`src/assert_macros.svh`:
```
// ----------------------------------------------------------------------------
// Assertion macros
// Clocked concurrent checks on clk_i, disabled while rst_ni is low.
// ----------------------------------------------------------------------------
`ifndef ASSERT_MACROS_SVH
`define ASSERT_MACROS_SVH

// Property must hold at every rising edge of clk_i outside reset.
`define ASSERT_CLK(lbl, prop, msg) \
  lbl: assert property (@(posedge clk_i) disable iff (!rst_ni) prop) \
    else $error(msg);

// Condition must never be true at a rising edge of clk_i outside reset.
`define ASSERT_NEVER(lbl, cond, msg) \
  `ASSERT_CLK(lbl, !(cond), msg)

`endif

```
`src/ctct_pkg.sv`:
```
// ----------------------------------------------------------------------------
// ctct_pkg
// Shared types and constants of the chroma threshold centroid tracker.
// ----------------------------------------------------------------------------
`timescale 1ns / 1ps

package ctct_pkg;

  localparam int unsigned PIX_W      = 8;
  localparam int unsigned COUNT_W    = 21;
  localparam int unsigned WTOT_W     = 43;
  localparam int unsigned WSUM_W     = 53;
  localparam int unsigned CENTRE_W   = 10;
  localparam int unsigned PASS_W     = 16;
  localparam int unsigned MINW_W     = 40;
  localparam int unsigned CFG_IDX_W  = 2;
  localparam int unsigned CFG_DATA_W = 40;
  localparam int unsigned QDEPTH     = 4;
  // numerator 2*sum + total needs two bits over the sum
  localparam int unsigned NUM_W      = WSUM_W + 2;
  localparam int unsigned DIV_CNT_W  = $clog2(CENTRE_W + 1);

  localparam logic [PIX_W-1:0]    THRESH_RESET = 8'd80;
  localparam logic [PIX_W-1:0]    GREY         = 8'd128;
  localparam logic                DIM_RESET    = 1'b1;
  localparam logic [PASS_W-1:0]   PASS_RESET   = 16'd655;
  localparam logic [MINW_W-1:0]   MINW_RESET   = 40'd4000;
  localparam logic [CENTRE_W-1:0] CENTRE_MAX   = '1;

  typedef enum logic [CFG_IDX_W-1:0] {
    CFG_DIM  = 2'd0,
    CFG_PASS = 2'd1,
    CFG_MINW = 2'd2
  } cfg_idx_e;

  typedef enum logic [1:0] {
    BK_RUN,
    BK_LOAD,
    BK_DIV,
    BK_DONE
  } back_state_e;

  typedef struct packed {
    logic [PIX_W-1:0] y;
    logic [PIX_W-1:0] u;
    logic [PIX_W-1:0] v;
  } pix_t;

  typedef struct packed {
    logic                dim;
    logic [PASS_W-1:0]   pass;
    logic [MINW_W-1:0]   minw;
  } cfg_t;

  typedef struct packed {
    logic                valid;
    logic                found;
    logic [CENTRE_W-1:0] cx;
    logic [CENTRE_W-1:0] cy;
  } report_t;

endpackage

```
`src/ctct_front.sv`:
```
// ----------------------------------------------------------------------------
// ctct_front
// Pixel classifier: threshold compare, dimming, run length, weight, raster position,
// frame statistics and threshold adaptation.
// ----------------------------------------------------------------------------
`timescale 1ns / 1ps

`include "assert_macros.svh"

module ctct_front #(
  parameter int unsigned MAX_WIDTH  = 1024,
  parameter int unsigned MAX_HEIGHT = 1024,
  parameter int unsigned MAX_RUN    = 4095,
  localparam int unsigned COL_W = $clog2(MAX_WIDTH),
  localparam int unsigned ROW_W = $clog2(MAX_HEIGHT),
  localparam int unsigned RUN_W = $clog2(MAX_RUN + 1),
  localparam int unsigned WT_W  = 2 * RUN_W - 2
) (
  input  logic              clk_i,
  input  logic              rst_ni,
  input  logic              accept_i,
  input  ctct_pkg::pix_t    pix_i,
  input  logic              line_end_i,
  input  logic              frame_end_i,
  input  ctct_pkg::cfg_t    cfg_i,
  output ctct_pkg::pix_t    pix_o,
  output logic [WT_W-1:0]   wt_o,
  output logic [COL_W-1:0]  col_o,
  output logic [ROW_W-1:0]  row_o
);
  import ctct_pkg::*;

  localparam int unsigned CMP_W = COUNT_W + PASS_W;

  logic [PIX_W-1:0]   thr_q, thr_d;
  logic [COL_W-1:0]   col_q, col_d;
  logic [ROW_W-1:0]   row_q, row_d;
  logic [RUN_W-1:0]   run_q, run_d;
  logic [COUNT_W-1:0] sel_cnt_q, sel_cnt_d;
  logic [COUNT_W-1:0] pix_cnt_q, pix_cnt_d;

  logic               sel;
  logic [RUN_W-1:0]   run_new;
  logic [COUNT_W-1:0] sel_cnt_new;
  logic [COUNT_W-1:0] pix_cnt_new;
  logic [CMP_W-1:0]   lhs;
  logic [CMP_W-1:0]   rhs;
  logic               below;

  always_comb begin
    sel = pix_i.u < thr_q;

    if (!sel) begin
      run_new = '0;
    end else if (run_q < RUN_W'(MAX_RUN)) begin
      run_new = run_q + 1'b1;
    end else begin
      run_new = run_q;
    end
    wt_o = WT_W'(run_new[RUN_W-1:2]) * WT_W'(run_new);

    sel_cnt_new = (sel && sel_cnt_q != '1) ? sel_cnt_q + 1'b1 : sel_cnt_q;
    pix_cnt_new = (pix_cnt_q != '1) ? pix_cnt_q + 1'b1 : pix_cnt_q;

    // selected/pixels < pass/65536, both counts include this pixel
    lhs   = {sel_cnt_new, {PASS_W{1'b0}}};
    rhs   = CMP_W'(pix_cnt_new) * CMP_W'(cfg_i.pass);
    below = lhs < rhs;

    if (!sel && cfg_i.dim) begin
      pix_o.y = {1'b0, pix_i.y[PIX_W-1:1]};
      pix_o.u = GREY;
      pix_o.v = GREY;
    end else begin
      pix_o = pix_i;
    end
    col_o = col_q;
    row_o = row_q;

    thr_d     = thr_q;
    col_d     = col_q;
    row_d     = row_q;
    run_d     = run_q;
    sel_cnt_d = sel_cnt_q;
    pix_cnt_d = pix_cnt_q;
    if (accept_i) begin
      if (frame_end_i) begin
        if (below) begin
          if (thr_q != '1) thr_d = thr_q + 1'b1;
        end else begin
          if (thr_q != '0) thr_d = thr_q - 1'b1;
        end
        col_d     = '0;
        row_d     = '0;
        run_d     = '0;
        sel_cnt_d = '0;
        pix_cnt_d = '0;
      end else begin
        run_d     = run_new;
        sel_cnt_d = sel_cnt_new;
        pix_cnt_d = pix_cnt_new;
        if (line_end_i) begin
          col_d = '0;
          if (row_q < ROW_W'(MAX_HEIGHT - 1)) row_d = row_q + 1'b1;
        end else begin
          if (col_q < COL_W'(MAX_WIDTH - 1)) col_d = col_q + 1'b1;
        end
      end
    end
  end

  always_ff @(posedge clk_i or negedge rst_ni) begin
    if (!rst_ni) begin
      thr_q     <= THRESH_RESET;
      col_q     <= '0;
      row_q     <= '0;
      run_q     <= '0;
      sel_cnt_q <= '0;
      pix_cnt_q <= '0;
    end else begin
      thr_q     <= thr_d;
      col_q     <= col_d;
      row_q     <= row_d;
      run_q     <= run_d;
      sel_cnt_q <= sel_cnt_d;
      pix_cnt_q <= pix_cnt_d;
    end
  end

  `ASSERT_CLK(a_thr_hold, !(accept_i && frame_end_i) |=> $stable(thr_q), "threshold moved off frame end")

endmodule

```
`src/ctct_fifo.sv`:
```
// ----------------------------------------------------------------------------
// ctct_fifo
// Small register queue between the classifier and the accumulator.
// ----------------------------------------------------------------------------
`timescale 1ns / 1ps

`include "assert_macros.svh"

module ctct_fifo #(
  parameter int unsigned WIDTH = 8,
  parameter int unsigned DEPTH = 4,
  localparam int unsigned PTR_W = $clog2(DEPTH),
  localparam int unsigned CNT_W = $clog2(DEPTH + 1)
) (
  input  logic             clk_i,
  input  logic             rst_ni,
  input  logic             wr_i,
  input  logic [WIDTH-1:0] wdata_i,
  input  logic             rd_i,
  output logic [WIDTH-1:0] rdata_o,
  output logic             full_o,
  output logic             empty_o
);

  logic [WIDTH-1:0] mem_q [DEPTH];
  logic [PTR_W-1:0] wr_ptr_q, rd_ptr_q;
  logic [CNT_W-1:0] cnt_q;

  assign full_o  = cnt_q == CNT_W'(DEPTH);
  assign empty_o = cnt_q == '0;
  assign rdata_o = mem_q[rd_ptr_q];

  always_ff @(posedge clk_i) begin
    if (wr_i) mem_q[wr_ptr_q] <= wdata_i;
  end

  always_ff @(posedge clk_i or negedge rst_ni) begin
    if (!rst_ni) begin
      wr_ptr_q <= '0;
      rd_ptr_q <= '0;
      cnt_q    <= '0;
    end else begin
      if (wr_i) begin
        wr_ptr_q <= (wr_ptr_q == PTR_W'(DEPTH - 1)) ? '0 : wr_ptr_q + 1'b1;
      end
      if (rd_i) begin
        rd_ptr_q <= (rd_ptr_q == PTR_W'(DEPTH - 1)) ? '0 : rd_ptr_q + 1'b1;
      end
      if (wr_i && !rd_i) begin
        cnt_q <= cnt_q + 1'b1;
      end else if (rd_i && !wr_i) begin
        cnt_q <= cnt_q - 1'b1;
      end
    end
  end

  `ASSERT_NEVER(a_fifo_wr_full, wr_i && full_o, "queue written while full")
  `ASSERT_NEVER(a_fifo_rd_empty, rd_i && empty_o, "queue read while empty")

endmodule

```
`src/ctct_back.sv`:
```
// ----------------------------------------------------------------------------
// ctct_back
// Accumulator and centroid unit: weighted products, saturating sums, a
// bit-serial divider for the frame report, and the result register.
// ----------------------------------------------------------------------------
`timescale 1ns / 1ps

`include "assert_macros.svh"

module ctct_back #(
  parameter int unsigned COL_W = 10,
  parameter int unsigned ROW_W = 10,
  parameter int unsigned WT_W  = 22
) (
  input  logic                          clk_i,
  input  logic                          rst_ni,
  input  logic                          in_valid_i,
  output logic                          in_take_o,
  input  ctct_pkg::pix_t                in_pix_i,
  input  logic                          in_fe_i,
  input  logic [WT_W-1:0]               in_wt_i,
  input  logic [COL_W-1:0]              in_col_i,
  input  logic [ROW_W-1:0]              in_row_i,
  input  logic [ctct_pkg::MINW_W-1:0]   minw_i,
  output logic                          out_valid_o,
  input  logic                          out_pop_i,
  output ctct_pkg::pix_t                out_pix_o,
  output ctct_pkg::report_t             out_rep_o
);
  import ctct_pkg::*;

  localparam int unsigned PX_W = COL_W + WT_W;
  localparam int unsigned PY_W = ROW_W + WT_W;

  // product stage
  logic             m_valid_q;
  pix_t             m_pix_q;
  logic             m_fe_q;
  logic [WT_W-1:0]  m_wt_q;
  logic [PX_W-1:0]  m_px_q;
  logic [PY_W-1:0]  m_py_q;

  // frame sums
  logic [WSUM_W-1:0] wx_q, wy_q;
  logic [WTOT_W-1:0] wt_q;
  logic [WSUM_W:0]   sx, sy;
  logic [WTOT_W:0]   st;

  // divider
  back_state_e          st_q, st_d;
  pix_t                 hold_pix_q;
  logic                 found_q;
  logic [NUM_W-1:0]     numx_q, numy_q, dsh_q;
  logic [DIV_CNT_W-1:0] cnt_q;
  logic                 clx_q, cly_q;
  logic [CENTRE_W-1:0]  qx_q, qy_q;
  logic                 geq_x, geq_y;

  // result register
  logic    out_valid_q;
  pix_t    out_pix_q;
  report_t out_rep_q;

  logic out_free;
  logic m_take;
  logic out_load;
  logic out_is_rep;

  always_comb begin
    out_free  = !out_valid_q || out_pop_i;
    m_take    = m_valid_q && (st_q == BK_RUN) && (m_fe_q || out_free);
    in_take_o = in_valid_i && (!m_valid_q || m_take);

    sx = {1'b0, wx_q} + (WSUM_W + 1)'(m_px_q);
    sy = {1'b0, wy_q} + (WSUM_W + 1)'(m_py_q);
    st = {1'b0, wt_q} + (WTOT_W + 1)'(m_wt_q);

    geq_x = numx_q >= dsh_q;
    geq_y = numy_q >= dsh_q;
  end

  always_comb begin
    st_d       = st_q;
    out_load   = 1'b0;
    out_is_rep = 1'b0;
    case (st_q)
      BK_RUN: begin
        if (m_take && m_fe_q) begin
          st_d = BK_LOAD;
        end else if (m_take) begin
          out_load = 1'b1;
        end
      end
      BK_LOAD: st_d = BK_DIV;
      BK_DIV: begin
        if (cnt_q == '0) st_d = BK_DONE;
      end
      BK_DONE: begin
        if (out_free) begin
          out_load   = 1'b1;
          out_is_rep = 1'b1;
          st_d       = BK_RUN;
        end
      end
      default: st_d = BK_RUN;
    endcase
  end

  always_ff @(posedge clk_i or negedge rst_ni) begin
    if (!rst_ni) begin
      st_q        <= BK_RUN;
      m_valid_q   <= 1'b0;
      out_valid_q <= 1'b0;
    end else begin
      st_q <= st_d;
      if (in_take_o) begin
        m_valid_q <= 1'b1;
      end else if (m_take) begin
        m_valid_q <= 1'b0;
      end
      if (out_load) begin
        out_valid_q <= 1'b1;
      end else if (out_pop_i) begin
        out_valid_q <= 1'b0;
      end
    end
  end

  // sums start at zero after reset and again in the load step of every frame report
  always_ff @(posedge clk_i or negedge rst_ni) begin
    if (!rst_ni) begin
      wx_q <= '0;
      wy_q <= '0;
      wt_q <= '0;
    end else if (st_q == BK_LOAD) begin
      wx_q <= '0;
      wy_q <= '0;
      wt_q <= '0;
    end else if (m_take) begin
      wx_q <= sx[WSUM_W] ? '1 : sx[WSUM_W-1:0];
      wy_q <= sy[WSUM_W] ? '1 : sy[WSUM_W-1:0];
      wt_q <= st[WTOT_W] ? '1 : st[WTOT_W-1:0];
    end
  end

  always_ff @(posedge clk_i) begin
    if (in_take_o) begin
      m_pix_q <= in_pix_i;
      m_fe_q  <= in_fe_i;
      m_wt_q  <= in_wt_i;
      m_px_q  <= PX_W'(in_col_i) * PX_W'(in_wt_i);
      m_py_q  <= PY_W'(in_row_i) * PY_W'(in_wt_i);
    end

    if (m_take && m_fe_q) hold_pix_q <= m_pix_q;

    // restoring division of (2*sum + total) by (2*total); first step only
    // checks for a quotient past the centre range
    if (st_q == BK_LOAD) begin
      found_q <= wt_q > WTOT_W'(minw_i);
      numx_q  <= NUM_W'({wx_q, 1'b0}) + NUM_W'(wt_q);
      numy_q  <= NUM_W'({wy_q, 1'b0}) + NUM_W'(wt_q);
      dsh_q   <= NUM_W'(wt_q) << (CENTRE_W + 1);
      cnt_q   <= DIV_CNT_W'(CENTRE_W);
    end else if (st_q == BK_DIV) begin
      if (cnt_q == DIV_CNT_W'(CENTRE_W)) begin
        clx_q <= geq_x;
        cly_q <= geq_y;
      end else begin
        if (geq_x) numx_q <= numx_q - dsh_q;
        if (geq_y) numy_q <= numy_q - dsh_q;
        qx_q <= {qx_q[CENTRE_W-2:0], geq_x};
        qy_q <= {qy_q[CENTRE_W-2:0], geq_y};
      end
      dsh_q <= dsh_q >> 1;
      if (cnt_q != '0) cnt_q <= cnt_q - 1'b1;
    end

    if (out_load) begin
      if (out_is_rep) begin
        out_pix_q       <= hold_pix_q;
        out_rep_q.valid <= 1'b1;
        out_rep_q.found <= found_q;
        out_rep_q.cx    <= !found_q ? '0 : (clx_q ? CENTRE_MAX : qx_q);
        out_rep_q.cy    <= !found_q ? '0 : (cly_q ? CENTRE_MAX : qy_q);
      end else begin
        out_pix_q <= m_pix_q;
        out_rep_q <= '0;
      end
    end
  end

  assign out_valid_o = out_valid_q;
  assign out_pix_o   = out_pix_q;
  assign out_rep_o   = out_rep_q;

  `ASSERT_CLK(a_load_to_div, st_q == BK_LOAD |=> st_q == BK_DIV,
              "divider did not start")
  `ASSERT_CLK(a_div_count,
              (st_q == BK_DIV && cnt_q != '0) |=>
              (st_q == BK_DIV && cnt_q == $past(cnt_q) - 1'b1),
              "divider step lost")

endmodule

```
`src/chroma_threshold_centroid_tracker_unit.sv`:
```
// ----------------------------------------------------------------------------
// chroma_threshold_centroid_tracker_unit
// Color threshold tracker: one result pixel per input pixel, with a weighted
// centroid report on each frame's last pixel.
// ----------------------------------------------------------------------------
// Use:
//   Pixels enter on a queue-style port: a transfer happens when push is high
//   and full is low. Results leave the same way: while empty is low the
//   oldest result sits on the out_* / report ports, popped when pop is high.
//   The cfg port (valid/ready, always ready) writes show_unselected_dimmed,
//   pass_fraction and min_weight_total; write only while the block is idle.
// Timing:
//   An ordinary pixel reaches the output through the queue write at the
//   transfer edge, the product stage and the result register, and the block
//   takes one pixel per cycle while full is low. A frame-end pixel sends the
//   back end through a load step, an 11-step bit-serial divider for the two
//   centres, and a hand-off to the result register. The queue has 3 free
//   entries at full rate.
// Reset and stalls:
//   Reset empties the pipeline, sets the threshold to 80, clears the frame
//   sums and loads the register defaults. If pop stays low, the result
//   register holds, the queue fills and full rises; nothing is dropped.
// ----------------------------------------------------------------------------
`timescale 1ns / 1ps

module chroma_threshold_centroid_tracker_unit #(
  parameter int unsigned MAX_WIDTH  = 1024,
  parameter int unsigned MAX_HEIGHT = 1024,
  parameter int unsigned MAX_RUN    = 4095
) (
  input  logic                              clk_i,
  input  logic                              rst_ni,
  // pixel input
  input  logic                              push,
  output logic                              full,
  input  logic [ctct_pkg::PIX_W-1:0]        luma_i,
  input  logic [ctct_pkg::PIX_W-1:0]        chroma_u_i,
  input  logic [ctct_pkg::PIX_W-1:0]        chroma_v_i,
  input  logic                              line_end_i,
  input  logic                              frame_end_i,
  // result output
  output logic                              empty,
  input  logic                              pop,
  output logic [ctct_pkg::PIX_W-1:0]        out_luma_o,
  output logic [ctct_pkg::PIX_W-1:0]        out_u_o,
  output logic [ctct_pkg::PIX_W-1:0]        out_v_o,
  output logic                              report_valid_o,
  output logic                              found_o,
  output logic [ctct_pkg::CENTRE_W-1:0]     centre_x_o,
  output logic [ctct_pkg::CENTRE_W-1:0]     centre_y_o,
  // configuration writes
  input  logic                              cfg_valid_i,
  output logic                              cfg_ready_o,
  input  logic [ctct_pkg::CFG_IDX_W-1:0]    cfg_index_i,
  input  logic [ctct_pkg::CFG_DATA_W-1:0]   cfg_data_i
);
  import ctct_pkg::*;

  localparam int unsigned COL_W   = $clog2(MAX_WIDTH);
  localparam int unsigned ROW_W   = $clog2(MAX_HEIGHT);
  localparam int unsigned RUN_W   = $clog2(MAX_RUN + 1);
  localparam int unsigned WT_W    = 2 * RUN_W - 2;
  localparam int unsigned ENTRY_W = 3 * PIX_W + 1 + WT_W + COL_W + ROW_W;

  cfg_t cfg_q;

  pix_t             in_pix;
  pix_t             f_pix;
  logic [WT_W-1:0]  f_wt;
  logic [COL_W-1:0] f_col;
  logic [ROW_W-1:0] f_row;
  logic             accept;

  logic [ENTRY_W-1:0] q_wdata, q_rdata;
  logic               q_empty, q_rd;

  pix_t             b_pix;
  logic             b_fe;
  logic [WT_W-1:0]  b_wt;
  logic [COL_W-1:0] b_col;
  logic [ROW_W-1:0] b_row;

  logic    out_valid;
  pix_t    out_pix;
  report_t out_rep;

  // register file; reads are not supported, unknown indexes are dropped
  assign cfg_ready_o = 1'b1;

  always_ff @(posedge clk_i or negedge rst_ni) begin
    if (!rst_ni) begin
      cfg_q.dim  <= DIM_RESET;
      cfg_q.pass <= PASS_RESET;
      cfg_q.minw <= MINW_RESET;
    end else if (cfg_valid_i) begin
      case (cfg_index_i)
        CFG_DIM:  cfg_q.dim  <= cfg_data_i[0];
        CFG_PASS: cfg_q.pass <= cfg_data_i[PASS_W-1:0];
        CFG_MINW: cfg_q.minw <= cfg_data_i[MINW_W-1:0];
        default:  ;
      endcase
    end
  end

  assign in_pix.y = luma_i;
  assign in_pix.u = chroma_u_i;
  assign in_pix.v = chroma_v_i;
  assign accept   = push && !full;

  ctct_front #(
    .MAX_WIDTH  (MAX_WIDTH),
    .MAX_HEIGHT (MAX_HEIGHT),
    .MAX_RUN    (MAX_RUN)
  ) u_front (
    .clk_i       (clk_i),
    .rst_ni      (rst_ni),
    .accept_i    (accept),
    .pix_i       (in_pix),
    .line_end_i  (line_end_i),
    .frame_end_i (frame_end_i),
    .cfg_i       (cfg_q),
    .pix_o       (f_pix),
    .wt_o        (f_wt),
    .col_o       (f_col),
    .row_o       (f_row)
  );

  // queue entry: output pixel, frame mark, run weight and raster position
  assign q_wdata = {f_pix, frame_end_i, f_wt, f_col, f_row};

  ctct_fifo #(
    .WIDTH (ENTRY_W),
    .DEPTH (QDEPTH)
  ) u_fifo (
    .clk_i   (clk_i),
    .rst_ni  (rst_ni),
    .wr_i    (accept),
    .wdata_i (q_wdata),
    .rd_i    (q_rd),
    .rdata_o (q_rdata),
    .full_o  (full),
    .empty_o (q_empty)
  );

  assign {b_pix, b_fe, b_wt, b_col, b_row} = q_rdata;

  ctct_back #(
    .COL_W (COL_W),
    .ROW_W (ROW_W),
    .WT_W  (WT_W)
  ) u_back (
    .clk_i       (clk_i),
    .rst_ni      (rst_ni),
    .in_valid_i  (!q_empty),
    .in_take_o   (q_rd),
    .in_pix_i    (b_pix),
    .in_fe_i     (b_fe),
    .in_wt_i     (b_wt),
    .in_col_i    (b_col),
    .in_row_i    (b_row),
    .minw_i      (cfg_q.minw),
    .out_valid_o (out_valid),
    .out_pop_i   (pop && out_valid),
    .out_pix_o   (out_pix),
    .out_rep_o   (out_rep)
  );

  assign empty          = !out_valid;
  assign out_luma_o     = out_pix.y;
  assign out_u_o        = out_pix.u;
  assign out_v_o        = out_pix.v;
  assign report_valid_o = out_rep.valid;
  assign found_o        = out_rep.found;
  assign centre_x_o     = out_rep.cx;
  assign centre_y_o     = out_rep.cy;

endmodule
```
`config.mk`:
```
export PLATFORM = sky130hd
export DESIGN_NAME = chroma_threshold_centroid_tracker_unit
export DESIGN_NICKNAME = d
export VERILOG_FILES = /design/src/ctct_pkg.sv /design/src/ctct_front.sv /design/src/ctct_fifo.sv /design/src/ctct_back.sv /design/src/chroma_threshold_centroid_tracker_unit.sv
export VERILOG_INCLUDE_DIRS = /design/src /design/src/src
export SDC_FILE = /design/constraint.sdc
export NUM_CORES = 2
export LEC_CHECK = 0
export BUFFER_PORTS_ARGS = -buffer_cell sky130_fd_sc_hd__buf_2
export CAP_MARGIN = 10
export CORE_MARGIN = 5
export CORE_UTILIZATION = 45
export CTS_CLUSTER_SIZE = 24
export DETAILED_ROUTE_END_ITERATION = 8
export PLACE_DENSITY = 0.72
export RECOVER_POWER = 25
export SLEW_MARGIN = 10
export SYNTH_ARGS = -nofsm -noshare
export SYNTH_HDL_FRONTEND = slang
export SYNTH_SLANG_ARGS = --single-unit
```
`constraint.sdc`:
```
create_clock -name clk_i -period 12.91 [get_ports clk_i]
set_input_delay 3.2275 -clock clk_i [delete_from_list [all_inputs] [get_ports clk_i]]
set_output_delay 3.2275 -clock clk_i [all_outputs]
set_load 0.05 [all_outputs]
```
==> Word-level counts from Yosys, hierarchy flattened <==
Memory sizes are Yosys's and may differ from the RTL's.
Index checks and enable logic that the tools add are counted.
{ "word_totals": {"ramBits": 268, "wordCells": 207, "in_bits": 73, "mem_count": 1, "ff_bits": 671, "output_inout_bits": 49} }
{ "mem_list": {"columns": ["name", "words", "width", "read_ports", "rd_clocked_by_memory_dff", "wr", "line_no", "rtl"], "rows": [
  ["u_fifo.mem_q", 4, 67, 1, 0, 1, "ctct_fifo.sv:25", "logic [WIDTH-1:0] mem_q [DEPTH];"]
]} }
{ "op_classes": {"addsub": 19, "reduce_logical": 50, "bitwise": 2, "n_lt_le_gt_ge": 8, "muxes": 61, "eq_ne": 17, "mul": 4} }
{ "ops": {"columns": ["op", "count"], "rows": [
  ["55-bit two-way mux", 8],
  ["53-bit two-way mux", 6],
  ["43-bit two-way mux", 3],
  ["54-bit by 43-bit adder with 55-bit output", 2],
  ["55-bit by 54-bit greater-or-equal comparator with 1-bit output", 2],
  ["55-bit by 54-bit subtractor with 55-bit output", 2],
  ["53-bit by 32-bit adder with 54-bit output", 2],
  ["54-bit two-way mux", 2],
  ["10-bit two-way mux", 10],
  ["21-bit two-way mux", 4],
  ["10-bit by 22-bit multiplier with 32-bit output", 2],
  ["24-bit two-way mux", 2],
  ["43-bit by 22-bit adder with 44-bit output", 1],
  ["43-bit by 40-bit greater-than comparator with 1-bit output", 1],
  ["21-bit by 1-bit adder with 21-bit output, second input constant", 2],
  ["21-bit != test, second input constant", 2],
  ["37-bit less-than comparator", 1],
  ["21-bit by 16-bit multiplier with 37-bit output", 1],
  ["12-bit two-way mux", 3],
  ["8-bit two-way mux", 3],
  ["10-bit by 12-bit multiplier with 22-bit output", 1],
  ["22-bit two-way mux", 1],
  ["10-bit by 1-bit adder with 10-bit output, second input constant", 2],
  ["10-bit less-than comparator, second input constant", 2],
  ["35 further kinds", 96]
]} }

==> Logic depth before layout (Yosys ltp) <==
{ "depth": {"depth_word": 9, "ltp_mapped": 56, "mapped_depth_nobuf": 54} }

==> By module <==
Synthesis repeated with hierarchy kept, for this count alone.
{ "unflattened": {"hier_cells": 8253, "area_unflattened_um2": 82389.0} }
{ "by_module_without_submodules": {"columns": ["mod", "area_per_inst_um2", "cells_per_inst", "seq_area_each_um2", "instances"], "rows": [
  ["ctct_back", 50299.5, 5466, 14849.2, 1],
  ["ctct_front", 19755.2, 2271, 2054.5, 1],
  ["ctct_fifo", 10093.4, 388, 8222.9, 1],
  ["chroma_threshold_centroid_tracker_unit", 2240.9, 128, 1442.6, 1]
]} }

==> Worst setup path after synthesis <==
No wires, ideal clock.
{ "synth_timing": {"kind": "reg-to-reg", "startpoint": "register u_front.pix_cnt_q[11]", "endpoint": "register u_front.thr_q[7]", "setup_ns": 0.131, "path_buffers": 3, "synth_period_minus_slack_ns": 11.476, "setup_slack_ns": 1.434, "required_ns": 12.779, "arrival_ns": 11.345, "stages_incl_launch_ff": 54, "cell_sequence": "dfrtp_1 > and4_1 > and3_1 > and4_1 > nand2_1 > buf_4 > nand4_1 > nor4_2 > nand3_1 > xnor2_1 > buf_2 > nand2_1 > fa_1 > fa_1 > fa_1 > inv_1 > fa_1 > fa_1 > [... 18 more ...] > a21o_1 > a21o_1 > a21o_1 > a21o_1 > a221oi_1 > o31ai_4 > ha_1 > a21o_1 > a21oi_1 > o21bai_1 > a21oi_1 > o21bai_1 > a21oi_1 > nor2_1 > inv_1 > mux2i_1 > a21oi_1 > a31oi_1"} }
{ "synth_between": {"elab_chain_cells": 6, "word_cells_on_any_way": 9, "classes_between": "add/sub (1); mul (1); order compare (1); eq/ne (2); mux (2); reduce/logical (2)"} }
{ "synth_lines": {"columns": ["item", "line_no", "rtl"], "rows": [
  ["start: declaration", "ctct_front.sv:40", "logic [COUNT_W-1:0] pix_cnt_q, pix_cnt_d;"],
  ["start signal: assignment", "ctct_front.sv:126", "pix_cnt_q <= pix_cnt_d;"],
  ["21-bit by 1-bit adder with 21-bit output / 21-bit != test (equally long branches)", "ctct_front.sv:63", "pix_cnt_new = (pix_cnt_q != '1) ? pix_cnt_q + 1'b1 : pix_cnt_q;"],
  ["21-bit two-way mux (*)", "ctct_front.sv:63", null],
  ["21-bit by 16-bit multiplier with 37-bit output (*)", "ctct_front.sv:67", "rhs = CMP_W'(pix_cnt_new) * CMP_W'(cfg_i.pass);"],
  ["37-bit less-than comparator (*)", "ctct_front.sv:68", "below = lhs < rhs;"],
  ["2-bit != test (no line) / 2-bit nonzero test (equally long branches)", null, null],
  ["4-bit AND reduction (no line)", null, null],
  ["end signal: assignment", "ctct_front.sv:121", "thr_q <= thr_d;"],
  ["end: declaration", "ctct_front.sv:35", "logic [PIX_W-1:0] thr_q, thr_d;"]
]} }
Mark *: on every way between the ends. The rest lies on a longest branch, timed or not.
A chain may end at the register's enable or synchronous reset.

==> Final worst setup path <==
Same ends and word-level chain as after synthesis.

==> flow_metrics.env <==
export IMPL_arrival_ns=12.87
export IMPL_netlist_area_mm2=0.08171
export IMPL_hp_class="reg -> reg"
export IMPL_synth_mux_area_share_pct=3.637
export IMPL_layout_drive_gt1_share_pct=7.735
export IMPL_synth_top_area_cell="edfxtp_1"
export IMPL_startpoint="u_front.pix_cnt_q[11]"
export IMPL_syn_nets=9680
export IMPL_max_stage_delay_ns=0.54
export IMPL_vias=62140
export IMPL_synth_flop_cell="edfxtp_1"
export IMPL_cap_violations=14
export IMPL_placed_area_mm2=0.08493
export IMPL_critical_path_required_ns=13.56
export IMPL_clock_latency_ns=0.75
export IMPL_synth_compound_area_share_pct=13.41
export IMPL_synth_cells=8290
export IMPL_grt_max_degree=229
export IMPL_grt_pass1_vias=62900
export IMPL_grtUsageTotal_pct=22.78
export IMPL_cts_sinks=939
export IMPL_grt_overflow=0
export IMPL_rows=156
export IMPL_wl_per_cell_um=20.45
export IMPL_die_w_um=436.1
export IMPL_endpoint="u_front.thr_q[7]"
export IMPL_cts_tree="done"
export IMPL_hpwlAfterDp_mm=166.8
export IMPL_syn2layout_area_growth_pct=8.261
export IMPL_die_h_um=436.1
export IMPL_synth_xor_area_share_pct=4.641
export IMPL_nets=9679
export IMPL_period_minus_slack_ns=12.22
export IMPL_setup_viol=0
export IMPL_grt_pass1_wl_mm=348.2
export IMPL_finalWeightedCongestion=0.9631
export IMPL_ctsHoldBuffers=0
export IMPL_cp_depth=50
export IMPL_drt_iter0_markers=4738
export IMPL_antenna_found_initial=9
export IMPL_worst_pin_slew_ns=9.674
export IMPL_fmax_mhz=81.85
export IMPL_ys_seq_area_share_pct=32.52
export IMPL_seq_area_mm2=0.02657
export IMPL_status="finished with violations"
export IMPL_via_per_inst=5.780
export IMPL_finalMaxSlewViolations=798
export IMPL_synth_top_family_by_area="adder cells"
export IMPL_violations="capacitance limit, slew limit"
export IMPL_cts_root_buf="clkbuf_16"
export IMPL_tns_ns=0
export IMPL_drt_wl_total_mm=219.9
export IMPL_synthTopCellsByArea="edfxtp_1, fa_1, ha_1"
export IMPL_cpLargestDelayFamily="adder cells"
export IMPL_die_area_mm2=0.1902
export IMPL_r2r_slack_ns=0.69
export IMPL_synthAdderAreaFrac_pct=26.15
export IMPL_synth_top_cell_area_share_pct=22.97
export IMPL_cp_start_kind="flop"
export IMPL_finalCritPeriodShare_pct=94.63
export IMPL_io_pins=122
export IMPL_synthSimpleGateAreaFrac_pct=13.93
export IMPL_fin_skew_ns=0.07097
export IMPL_crit_top_cell="fa_1"
export IMPL_cp_slowest_cell="fa_1"
export IMPL_synth_edf_count=625
export IMPL_multi_input_area_mm2=0.05068
export IMPL_htreeDepth=3
export IMPL_cts_made_buffers=101
export IMPL_clock_path_buffers=3
export IMPL_ant_nets=0
export IMPL_synth_cell_type_count=98
export IMPL_cp_max_fo=17
export IMPL_reg2regPathDepth=50
export IMPL_drc_errors=0
export IMPL_ys_seq_elements=939
export IMPL_final_area_mm2=0.08846
export IMPL_start_util_pct=45.21
export IMPL_syn_area_per_cell_um2=9.856
export IMPL_finalHoldViolCount=0
export IMPL_regToRegStartpoint="u_front.pix_cnt_q[11]"
export IMPL_worstSetupPathType="reg -> reg"
export IMPL_critPathCaptureType="flop"
export IMPL_drtPass1Iterations=6
export IMPL_fillCellCount=16340
export IMPL_synth_async_reset_ratio_pct=31.84
export IMPL_crit_reg2reg_capture="u_front.thr_q[7]"
export IMPL_crit_buf_inv=7
export IMPL_io_buffer_count=120
export IMPL_synth_warnings=0
export IMPL_clk_pin_slew_ns=0.06
export IMPL_core_area_mm2=0.1807
export IMPL_slew_headroom_pct=-544.9
worst min-delay path by stage:
| stage | slack (ns) | endpoint | depth (start not counted) | startpoint |
|---|---|---|---|---|
| finish | 0.44 | u_back.hold_pix_q[9] | 0 | u_back.m_pix_q[9] |
| global route | 0.46 | u_back.qy_q[8] | 0 | u_back.qy_q[7] |
| CTS | 0.44 | u_back.hold_pix_q[9] | 0 | u_back.m_pix_q[9] |
| detailed placement | 0.43 | u_back.hold_pix_q[4] | 0 | u_back.m_pix_q[4] |
| global placement | 0.43 | u_back.hold_pix_q[10] | 0 | u_back.m_pix_q[10] |
| floorplan | 0.42 | u_back.hold_pix_q[0] | 0 | u_back.m_pix_q[0] |
through the flow:
stage          setup slack, ns  instances  util (%)  hold slack [ns]
3_5_place_dp            0.2277      10550     46.99           0.4313
3_3_place_gp            0.5215      10550     46.99           0.4271
2_1_floorplan            1.434       8290         -           0.4222
5_1_grt              -0.001595      10750     48.94           0.4598
6_report                0.6928      10750     48.94           0.4428
4_1_cts                 0.1720      10740     48.93           0.4444
cells by family (layout without fill, tap and decap cells):
kind of cell / count (synthesis) / count (layout)
simple gates: 2463 / 2463
flops: 939 / 939
xor+xnor: 433 / 433
compound gates: 1673 / 1673
other cells: 1 / 5
fa+ha+maj: 1317 / 1317
buf+inv: 1235 / 1322
mux: 229 / 229
cells in the final DEF (no fill, tap or decap), types with 64 or more instances in the layout:
master / count
nand2_1: 901
nor2_1: 634
ha_1: 666
nand3_1: 119
a211oi_1: 68
buf_4: 73
nor2b_1: 67
nor3_1: 109
xor2_1: 180
nand2b_1: 74
nand4_1: 80
buf_2: 118
a21oi_1: 426
a311oi_1: 71
and2_1: 242
a21o_1: 236
edfxtp_1: 625
o21a_1: 71
xnor2_1: 248
fa_1: 651
dfrtp_1: 283
mux2_2: 122
and3_1: 88
o21ai_0: 343
mux2i_1: 64
clkbuf_16: 109
inv_1: 905
state kept, by name (all words and copies together) (netlist names), 22 cells and up:
signal and cells:
cfg_q 57, u_back.dsh_q 54, u_back.hold_pix_q 24, u_back.m_pix_q 24, u_back.m_px_q 32, u_back.m_py_q 32, u_back.m_wt_q 22, u_back.numx_q 55
u_back.numy_q 55, u_back.out_pix_o 24, u_back.out_rep_o 22, u_back.wt_q 43, u_back.wx_q 53, u_back.wy_q 53, u_fifo.mem_q 268
layout make-up:
cell class | count | area share [%]
multi-input combinational | 6116 | 57.30
sequential | 939 | 30.04
inverter | 905 | 3.840
tap | 2370 | 3.352
clock buffer | 131 | 3.245
timing repair buffer | 226 | 1.481
clock inverter | 60 | 0.7341
antenna | 4 | 0.01132
synthesized netlist by cell type (all sizes together) (35+ instances only):
library cell,n
a211oi,69
a21o,236
a21oi,430
a311oi,72
a31oi,59
and2,253
and3,88
buf,49
clkbuf,281
dfrtp,284
edfxtp,625
fa,651
ha,666
inv,905
mux2,123
mux2i,64
mux4,42
nand2,903
nand2b,75
nand3,121
nand4,80
nor2,639
nor2b,67
nor3,112
o21a,71
o21ai,378
o21bai,59
o31ai,48
or3,35
xnor2,250
xor2,183
layer usage:
metal,track usage [%],part of all wire (%),up-vias
met4,8.141,3.9,10
met5,0,0.030,-
met3,3.067,6.4,471
met1,30.25,42,30930
met2,38.35,48,2155
li1,-,-,28580
timing repair:
| item | CTS | global route |
|---|---|---|
| buffers inserted | 0 | 2 |
| resized for setup | 0 | 26 |
| setup endpoints to repair | 0 | 3 |
worst reg2reg max path, delay by kind of cell, from the launching register on:
kind / cells / cell delay, ns
multiplexers: 1 / 0.14
AO/OA/AOI/OAI: 17 / 3.81
XOR/XNOR: 2 / 0.40
adder cells (fa/ha/maj): 9 / 4.00
buffers and inverters: 7 / 0.99
AND/OR/NAND/NOR: 14 / 2.33
flip-flops: 1 / 0.45
Power is left out: the tool's default activity adds up to more than one toggle a clock period on the data nets, which glitch-free logic cannot reach.
